### src/rtl/core/mts_pkg.sv
`timescale 1ns / 1ps
package mts_pkg;

  localparam int DataWidth = 32;

  localparam logic CMD_PUSH = 1'b0;
  localparam logic CMD_POP  = 1'b1;

  localparam logic [1:0] STATUS_OK         = 2'd0;
  localparam logic [1:0] STATUS_POP_EMPTY  = 2'd1;
  localparam logic [1:0] STATUS_PUSH_FULL  = 2'd2;

  typedef struct packed {
    logic                        command;
    logic signed [DataWidth-1:0] push_value;
  } stack_req_t;

  typedef struct packed {
    logic signed [DataWidth-1:0] top_value;
    logic signed [DataWidth-1:0] min_value;
    logic                        is_empty;
    logic [1:0]                  status;
  } stack_res_t;

  typedef struct packed {
    logic push_ok;
    logic pop_ok;
    logic refuse_empty;
    logic refuse_full;
    logic pop_load;
  } dp_ctrl_t;

  typedef struct packed {
    logic full;
    logic empty;
  } dp_stat_t;

endpackage

### src/rtl/core/mts_control.sv
`timescale 1ns / 1ps
module mts_control (
  input  logic             clk,
  input  logic             rst,
  input  logic             start,
  input  logic             command,
  input  mts_pkg::dp_stat_t stat,
  output mts_pkg::dp_ctrl_t ctrl,
  output logic             busy,
  output logic             done
);
  import mts_pkg::*;

  localparam logic ST_IDLE = 1'b0;
  localparam logic ST_POP  = 1'b1;

  logic state;
  logic state_next;
  logic accept;

  assign accept = start && (state == ST_IDLE);
  assign busy   = (state != ST_IDLE);

  always_comb begin
    ctrl.push_ok      = accept && (command == CMD_PUSH) && !stat.full;
    ctrl.refuse_full  = accept && (command == CMD_PUSH) && stat.full;
    ctrl.pop_ok       = accept && (command == CMD_POP) && !stat.empty;
    ctrl.refuse_empty = accept && (command == CMD_POP) && stat.empty;
    ctrl.pop_load     = (state == ST_POP);
  end

  always_comb begin
    state_next = state;
    unique case (state)
      ST_IDLE: begin
        if (ctrl.pop_ok) begin
          state_next = ST_POP;
        end
      end
      ST_POP: begin
        state_next = ST_IDLE;
      end
      default: begin
        state_next = ST_IDLE;
      end
    endcase
  end

  always_ff @(posedge clk) begin
    if (rst) begin
      state <= ST_IDLE;
      done  <= 1'b0;
    end else begin
      state <= state_next;
      done  <= ctrl.push_ok || ctrl.refuse_full || ctrl.refuse_empty || ctrl.pop_load;
    end
  end

endmodule

### src/rtl/core/mts_datapath.sv
`timescale 1ns / 1ps
module mts_datapath #(
  parameter int STACK_DEPTH = 64
) (
  input  logic               clk,
  input  logic               rst,
  input  mts_pkg::stack_req_t request,
  input  mts_pkg::dp_ctrl_t  ctrl,
  output mts_pkg::dp_stat_t  stat,
  output mts_pkg::stack_res_t result
);
  import mts_pkg::*;

  localparam int AW = $clog2(STACK_DEPTH);
  localparam int CW = $clog2(STACK_DEPTH + 1);

  logic [DataWidth-1:0] value_mem  [STACK_DEPTH];
  logic [DataWidth-1:0] minima_mem [STACK_DEPTH];

  logic [CW-1:0] count;
  logic [CW-1:0] mcount;
  logic signed [DataWidth-1:0] top_reg;
  logic signed [DataWidth-1:0] min_reg;
  logic signed [DataWidth-1:0] rd_val;
  logic signed [DataWidth-1:0] rd_min;

  logic          take_min;
  logic [CW-1:0] push_mcount;
  logic [CW-1:0] cnt_dec;
  logic [CW-1:0] cnt_dec2;
  logic [CW-1:0] pop_mcount;
  logic [CW-1:0] pop_mcount_dec;
  logic          pop_min;
  logic signed [DataWidth-1:0] min_shown;

  assign stat.full  = (count == CW'(STACK_DEPTH));
  assign stat.empty = (count == '0);

  assign take_min    = (mcount == '0) || (count == '0) || (request.push_value <= min_reg);
  assign push_mcount = (count == '0) ? '0 : mcount;

  assign cnt_dec        = count - CW'(1);
  assign cnt_dec2       = count - CW'(2);
  assign pop_min        = (mcount != '0) && (top_reg == min_reg);
  assign pop_mcount     = (cnt_dec == '0) ? '0 : (pop_min ? mcount - CW'(1) : mcount);
  assign pop_mcount_dec = pop_mcount - CW'(1);

  assign min_shown = (mcount == '0) ? '0 : min_reg;

  always_ff @(posedge clk) begin
    if (ctrl.push_ok) begin
      value_mem[count[AW-1:0]] <= request.push_value;
      if (take_min) begin
        minima_mem[push_mcount[AW-1:0]] <= request.push_value;
      end
    end
    rd_val <= value_mem[cnt_dec2[AW-1:0]];
    rd_min <= minima_mem[pop_mcount_dec[AW-1:0]];
  end

  always_ff @(posedge clk) begin
    if (rst) begin
      count  <= '0;
      mcount <= '0;
    end else if (ctrl.push_ok) begin
      count <= count + CW'(1);
      if (take_min) begin
        mcount <= push_mcount + CW'(1);
      end
    end else if (ctrl.pop_ok) begin
      count  <= cnt_dec;
      mcount <= pop_mcount;
    end
  end

  always_ff @(posedge clk) begin
    if (ctrl.push_ok) begin
      top_reg          <= request.push_value;
      result.top_value <= request.push_value;
      result.is_empty  <= 1'b0;
      result.status    <= STATUS_OK;
      if (take_min) begin
        min_reg          <= request.push_value;
        result.min_value <= request.push_value;
      end else begin
        result.min_value <= min_reg;
      end
    end else if (ctrl.refuse_full) begin
      result.top_value <= top_reg;
      result.min_value <= min_shown;
      result.is_empty  <= 1'b0;
      result.status    <= STATUS_PUSH_FULL;
    end else if (ctrl.refuse_empty) begin
      result.top_value <= '0;
      result.min_value <= '0;
      result.is_empty  <= 1'b1;
      result.status    <= STATUS_POP_EMPTY;
    end else if (ctrl.pop_load) begin
      top_reg       <= rd_val;
      min_reg       <= rd_min;
      result.status <= STATUS_OK;
      if (count == '0) begin
        result.top_value <= '0;
        result.min_value <= '0;
        result.is_empty  <= 1'b1;
      end else begin
        result.top_value <= rd_val;
        result.min_value <= (mcount == '0) ? '0 : rd_min;
        result.is_empty  <= 1'b0;
      end
    end
  end

endmodule

### src/rtl/core/min_tracking_stack.sv
`timescale 1ns / 1ps
// Stack of signed 32-bit values that also reports its running minimum.
// A command word is taken on request at a rising edge where start is high
// and busy is low; command selects push or pop, push_value is the operand.
// Every command word returns one result word on result, marked by done for
// exactly one cycle. The result carries the new top, the minimum of all held
// values, an empty flag and a status: ok, pop on empty refused, or push on
// full refused. Refused commands leave the stack unchanged.
// A push, or any refused command, answers in the cycle after it is taken and
// busy stays low, so one such command can be taken every cycle.
// An accepted pop holds busy high for one cycle, in the ST_POP state, and
// answers when that state ends, because the new top and minimum are read back
// from the two on-chip stores, whose read data are registered.
// The receiver cannot stall; each result must be captured while done is high.
// Reset clears both fill counts, so the stack starts empty; the stores
// themselves are not cleared and need no clearing pass.
module min_tracking_stack #(
  parameter int STACK_DEPTH = 64
) (
  input  logic                clk,
  input  logic                rst,
  input  logic                start,
  output logic                busy,
  input  mts_pkg::stack_req_t request,
  output logic                done,
  output mts_pkg::stack_res_t result
);
  import mts_pkg::*;

  dp_ctrl_t ctrl;
  dp_stat_t stat;

  mts_control u_control (
    .clk     (clk),
    .rst     (rst),
    .start   (start),
    .command (request.command),
    .stat    (stat),
    .ctrl    (ctrl),
    .busy    (busy),
    .done    (done)
  );

  mts_datapath #(
    .STACK_DEPTH (STACK_DEPTH)
  ) u_datapath (
    .clk     (clk),
    .rst     (rst),
    .request (request),
    .ctrl    (ctrl),
    .stat    (stat),
    .result  (result)
  );

  a_pop_answers: assert property (@(posedge clk) disable iff (rst)
    ctrl.pop_ok |=> busy ##1 (done && !busy))
    else $error("accepted pop did not answer after one busy cycle");

  a_push_answers: assert property (@(posedge clk) disable iff (rst)
    (ctrl.push_ok || ctrl.refuse_full || ctrl.refuse_empty) |=> (done && !busy))
    else $error("push or refused command did not answer in the next cycle");

  a_empty_zero: assert property (@(posedge clk) disable iff (rst)
    (done && result.is_empty) |-> (result.top_value == '0 && result.min_value == '0))
    else $error("empty result carries nonzero top or minimum");

  a_full_not_empty: assert property (@(posedge clk) disable iff (rst)
    (done && result.status == STATUS_PUSH_FULL) |-> !result.is_empty)
    else $error("refused push reported an empty stack");

endmodule

### config.mk
export PLATFORM = sky130hd
export DESIGN_NAME = min_tracking_stack
export DESIGN_NICKNAME = d
export VERILOG_FILES = /design/src/rtl/core/mts_pkg.sv /design/src/rtl/core/mts_control.sv /design/src/rtl/core/mts_datapath.sv /design/src/rtl/core/min_tracking_stack.sv
export SDC_FILE = /design/constraint.sdc
export NUM_CORES = 2
export LEC_CHECK = 0
export BUFFER_PORTS_ARGS = -buffer_cell sky130_fd_sc_hd__buf_2
export CAP_MARGIN = 20
export CORE_UTILIZATION = 55
export DETAILED_ROUTE_END_ITERATION = 8
export PLACE_DENSITY = 0.79
export SLEW_MARGIN = 20
export SYNTH_ARGS = -nofsm -noshare
export SYNTH_HDL_FRONTEND = slang
export SYNTH_SLANG_ARGS = --single-unit
### constraint.sdc
create_clock -name clk -period 8.15 [get_ports clk]
set_clock_uncertainty 0.2 [all_clocks]
set_input_delay 0.4075 -clock clk [delete_from_list [all_inputs] [get_ports clk]]
set_output_delay 0.4075 -clock clk [all_outputs]
set_load 0.02 [all_outputs]
======== Yosys cells after proc, flatten, opt, wreduce, memory -nomap -nowiden ========
Memories as Yosys holds them, arrays and structs flattened. A register that Yosys moved wholly into a read port is not among the register bits.
Cells that the tools add are included.
storage, ports and cells
  flip-flop bits (word level) ............. 147
  bits in latches ......................... 0
  RAM bits ................................ 4096
  bits in read-only memories .............. 0
  bits of input ports ..................... 36
  output and inout port bits .............. 69
  memories ................................ 2
memory list
  name                   words  bits a word  rd ports  clocked after memory_dff  wr ports  line                text
  u_datapath.minima_mem  64     32           1         1                         1         mts_datapath.sv:18  logic [DataWidth-1:0] minima_mem [STACK_DEPTH];
  u_datapath.value_mem   64     32           1         1                         1         mts_datapath.sv:17  logic [DataWidth-1:0] value_mem [STACK_DEPTH];
cells by class
  add/sub/neg operators ................... 6
  multiply operators ...................... 0
  divide/modulo/power cells ............... 0
  magnitude comparators ................... 1
  eq/ne operators ......................... 5
  shift operators ......................... 0
  mux-type cells .......................... 31
  bitwise gates (word level) .............. 2
  reduce and logical (&&, ||, !) cells .... 27
operators with widths
  kind                 number
  $mux 32              11
  $mux 67              4
  $mux 65              1
  $mux 7               8
  $eq 32x32->1         1
  $le 32x32->1         1
  $logic_not 7->1      3
  $add 7x1->7 const B  2
  $sub 7x1->7 const B  2
  $logic_and 1x1->1    8
  $eq 7x7->1 const B   1
  $reduce_bool 7->1    1
  $mux 1               6
  $ne 2x1->1 const B   3
  $reduce_bool 2->1    3
  $sub 6x1->6 const B  1
  $sub 6x2->6 const B  1
  $logic_or 1x1->1     5
  $reduce_bool 4->1    1
  $reduce_and 3->1     1
  $reduce_bool 3->1    1
  $logic_not 1->1      2
  $not 1->1            2
  $pmux 1 s2           1
  2 further kinds      2

======== Logic depth before layout (Yosys ltp) ========
  depth after elaboration ................. 7
  gate-level depth with buffers ........... 23
  depth with buffers taken out ............ 15

======== Modules after synthesis ========
From an unflattened synthesis, not the netlist that was laid out.
unflattened totals
  cells, all modules ...................... 7421
  area, all modules ....................... 165886.6 um^2
by module, submodules not included
  module        instances  cells each  area each (um^2)  seq. area each (um^2)
  mts_datapath  1          7407        165771.5          128463.2
  mts_control   1          14          115.1             40.0

======== Least setup slack after synthesis ========
No wires, ideal clock.
  path type ............................... reg-to-reg
  start point ............................. reg u_datapath.count[0]
  end point ............................... mem u_datapath.minima_mem[16][0], enable pin
  data arrival time ....................... 6264 ps
  required time ........................... 7448 ps
  path slack .............................. 1184 ps
  cell stages (with the launch flop) ...... 14
  buffers on the path ..................... 7
  path through ............................ dfxtp_1 -> clkbuf_1 -> clkbuf_1 -> buf_1 -> clkbuf_1 -> inv_1 -> ha_1 -> and2_1 -> clkbuf_1 -> nand2_1 -> nand2_1 -> clkbuf_1 -> clkbuf_1 -> nor4_1
on the way
  word-level cells in the longest chain between the ends .. 6
RTL lines
  what                           line                                    text
  from (decl)                    mts_datapath.sv:20                      logic [CW-1:0] count;
  from (signal assigned)         mts_datapath.sv:66                      count <= count + CW'(1);
  from (signal assigned)         mts_datapath.sv:71                      count <= cnt_dec;
  $logic_not 7->1                mts_datapath.sv:39, mts_datapath.sv:40
  $logic_or 1x1->1 (2 in a row)  mts_datapath.sv:39                      assign take_min = (mcount == '0) || (count == '0) || (request.push_value <= min_reg);
  $mux 1                         mts_datapath.sv:53                      if (take_min) begin
  $mux 1                         mts_datapath.sv:51                      if (ctrl.push_ok) begin
  $mux 1 (not written as such)   mts_datapath.sv:54                      minima_mem[push_mcount[AW-1:0]] <= request.push_value;
  to (decl)                      mts_datapath.sv:18
Parallel ways exist; a longest one is shown, timed or not.

======== Final worst setup path ========
  start point ............................. reg u_datapath.top_reg[28]
  end point ............................... reg u_datapath.rd_min[25], read port of u_datapath.minima_mem
on the way
  word-level cells in the longest chain between the ends .. 5
RTL lines
  what                    line                text
  from (decl)             mts_datapath.sv:22  logic signed [DataWidth-1:0] top_reg;
  from (signal assigned)  mts_datapath.sv:78  top_reg <= request.push_value;
  from (signal assigned)  mts_datapath.sv:99  top_reg <= rd_val;
  $eq 32x32->1            mts_datapath.sv:44  assign pop_min = (mcount != '0) && (top_reg == min_reg);
  $logic_and 1x1->1       mts_datapath.sv:44
  $mux 7 (2 in a row)     mts_datapath.sv:45  assign pop_mcount = (cnt_dec == '0) ? '0 : (pop_min ? mcount - CW'(1) : mcount);
  $sub 6x1->6             mts_datapath.sv:46  assign pop_mcount_dec = pop_mcount - CW'(1);
  to (decl)               mts_datapath.sv:25  logic signed [DataWidth-1:0] rd_min;
Every way passes these cells.
A chain may end at the register's enable or synchronous reset.

==> metrics.yaml <==
min_delay_worst_endpoint: "u_datapath.value_mem[33][7]$_DFFE_PP_"
power.total_w: 0.0726
synth.area.mux_share_pct: 18.0
synthCells: 7031
hp-start: "request[7]"
synth_ff_type: "edfxtp_1"
crit_path_start_kind: "flop"
hold_path_class: "in2reg"
grt_max_degree: 126
drv_cap: 0
synth.most_common_cell: "edfxtp_1"
core_um2: 300000
grt_pass1_wl_um: 666000
critPathRequiredTime_ns: 8.68
power.density_nw_per_um2: 390
die_x_um: 551
ys_types: 64
areaGrowthSynthToFinish_pct: 12.4
place.detailed.hpwl_um: 252000
synth-compound-area-share_pct: 1.50
cts_tree: "built"
synth_area_leader_cell: "edfxtp_1"
min_period_over_period_pct: 82.4
synth_area_per_cell_um2: 23.6
r2r_cells: 14
drt_wl_total_um: 491000
critPathKind: "reg2reg"
holdWs_ns: 0.0779
place.gp.congestion: 0.954
drt_iter0_markers: 15300
portBuffers: 104
start_util_pct: 55.3
stdcell_area_um2: 186000
syn-cell-area_um2: 166000
tightest_slew_ns: 1.20
setup_violations: 0
rr_startpoint: "u_datapath.top_reg[28]$_DFFE_PP_"
via_count: 85100
synth_edf_count: 4224
crit_chain: "xor2_1, nor4_1, nand4_1, nor3_4, xnor2_1, and2_4, inv_1, ha_4, buf_12, buf_12, mux4_2, mux4_2, a22oi_1, nand2_1"
synth_fa_ha_area_share_pct: 0.332
final_nets: 7525
synthSimpleGateAreaFrac_pct: 1.27
synth_common_cells: "4224 x edfxtp_1, 1303 x mux4_2, 239 x clkbuf_1"
critPathMaxFanout: 42
synth_top_family_by_area: "multiplexers"
fmax_mhz: 149
cts_max_level: 5
grt_pass1_vias: 84300
slowest_delay_ns: 0.96
ir_drop_uv: 614
synth_xor_area_share_pct: 0.270
hold_viol: 0
drive_gt1_share_pct: 31.1
synth_warnings: 0
num_io_pins: 105
hold_depth: 2
drt-wirelength-per-cell_um: 41.9
drv_slew: 0
worst-path-buf-inv: 3
seq_area_frac_synth_pct: 77.5
firstDrtPassIters: 9
synth_top_area_share_pct: 76.5
leakagePower_nw: 57.0
cp-end-kind: "flop"
vias_per_cell: 7.25
cts_buffers: 397
async_flop_share_pct: 0
synth_nets: 7111
cts_setup_buffers: 0
fin_crit_ns: 6.72
r2r_setup_slack_ns: 1.43
clock_sinks: 4307
worstReg2RegEnd: "u_datapath.rd_min[25]$_DFF_P_"
crit_family: "simple AND/OR/NAND/NOR gates"
clk_pin_slew_ns: 0.07
grt_setup_unrepaired: "false"
postRouteAntennaNets: 0
die_area_um2: 304000
clockBufferDepth: 4
drc_errors: 0
crit_slowest_cell: "ha_4"
ys_ff_latch: 4307
status: "complete, no violations"
place_area_um2: 173000
grt_remaining_overflow: 0
grt_antenna_before_repair: 45
setup_tns_ns: 0
chipHeight_um: 551
clock_latency_ns: 0.95
placementRows: 201
grtUsageTotal_pct: 32.1
yosys-top-cells-area: "edfxtp_1 77%, mux4_2 18%, dfxtp_1 1.0%"
critPathArrivalTime_ns: 7.25
cts-root-buf: "clkbuf_16"
crit_cells: 14
slew_headroom_pct: 20.3
==> layer usage <==
metal,share of wire (%),wire (um),vias up,track usage (%)
li1,-,-,31000,-
met1,31,151000,43800,39.2
met2,47,233000,8591,50.1
met3,14,67500,1691,8.64
met4,8.2,40300,32,22.9
met5,0.045,222,-,0
==> through the flow <==
| step | util, % | cells | setup WS (ns) |
|---|---|---|---|
| floorplan | - | 7031 | 1.18 |
| global placement | 57.7 | 11000 | 1.81 |
| detailed placement | 57.7 | 11000 | 1.78 |
| CTS | 62.1 | 11700 | 1.65 |
| global route | 62.1 | 11700 | 1.42 |
| finish | 62.1 | 11700 | 1.43 |
==> layout make-up <==
type,instances,area (um2)
Tap cell,3958,4950
Antenna cell,15,37.5
Inverter,44,165
Sequential cell,4307,129000
Clock buffer,497,10600
Timing Repair Buffer,399,3330
Fill cell,18500,114000
Clock inverter,223,2120
Multi-Input combinational cell,2296,36500
==> worst max-delay path by stage <==
stage,startpoint,endpoint,slack (ns)
after floorplan,u_datapath.count[0]$_SDFFE_PP0P_,u_datapath.minima_mem[16][0]$_DFFE_PP_,1.18
after global placement,u_datapath.top_reg[28]$_DFFE_PP_,u_datapath.rd_min[25]$_DFF_P_,1.81
after detailed placement,u_datapath.top_reg[28]$_DFFE_PP_,u_datapath.rd_min[25]$_DFF_P_,1.78
after CTS,u_datapath.min_reg[4]$_DFFE_PP_,u_datapath.rd_min[25]$_DFF_P_,1.65
after global routing,u_datapath.count[0]$_SDFFE_PP0P_,u_datapath.rd_min[25]$_DFF_P_,1.42
final,u_datapath.top_reg[28]$_DFFE_PP_,u_datapath.rd_min[25]$_DFF_P_,1.43
==> layout by cell type (no fill, tap or decap), types with 42 or more instances in the layout <==
cell / n
ha_1: 42
nand2_1: 197
o21ai_0: 53
edfxtp_1: 4224
clkinv_1: 73
buf_4: 265
a21oi_1: 59
clkbuf_1: 79
a22oi_1: 96
o22ai_1: 65
nor2_4: 125
clkinv_2: 80
mux4_2: 1303
dfxtp_1: 81
inv_1: 43
buf_2: 72
clkbuf_16: 402
==> what timing repair did <==
| action | in CTS | in global routing |
|---|---|---|
| endpoints found under the hold margin | 699 | 0 |
| hold buffers | 27 | 0 |
| resized for setup | 0 | 0 |
==> power by group <==
group	switching [W]	internal [W]	leakage [nW]
Sequential	0.000858	0.0254	38.8
Clock	0.00837	0.0103	6.22
Combinational	0.0167	0.0110	12.0
Total	0.0259	0.0467	57.0
==> kinds of logic after synthesis <==
family                     count (synthesis)
DFF                                     4307
muxes                                   1350
and+or+nand+nor                          473
buffers and inverters                    428
AOI/OAI and AO/OA                        378
xor gates and xnor gates                  51
adders and majority gates                 44
Note: power is estimated with default switching activity, not from simulation.
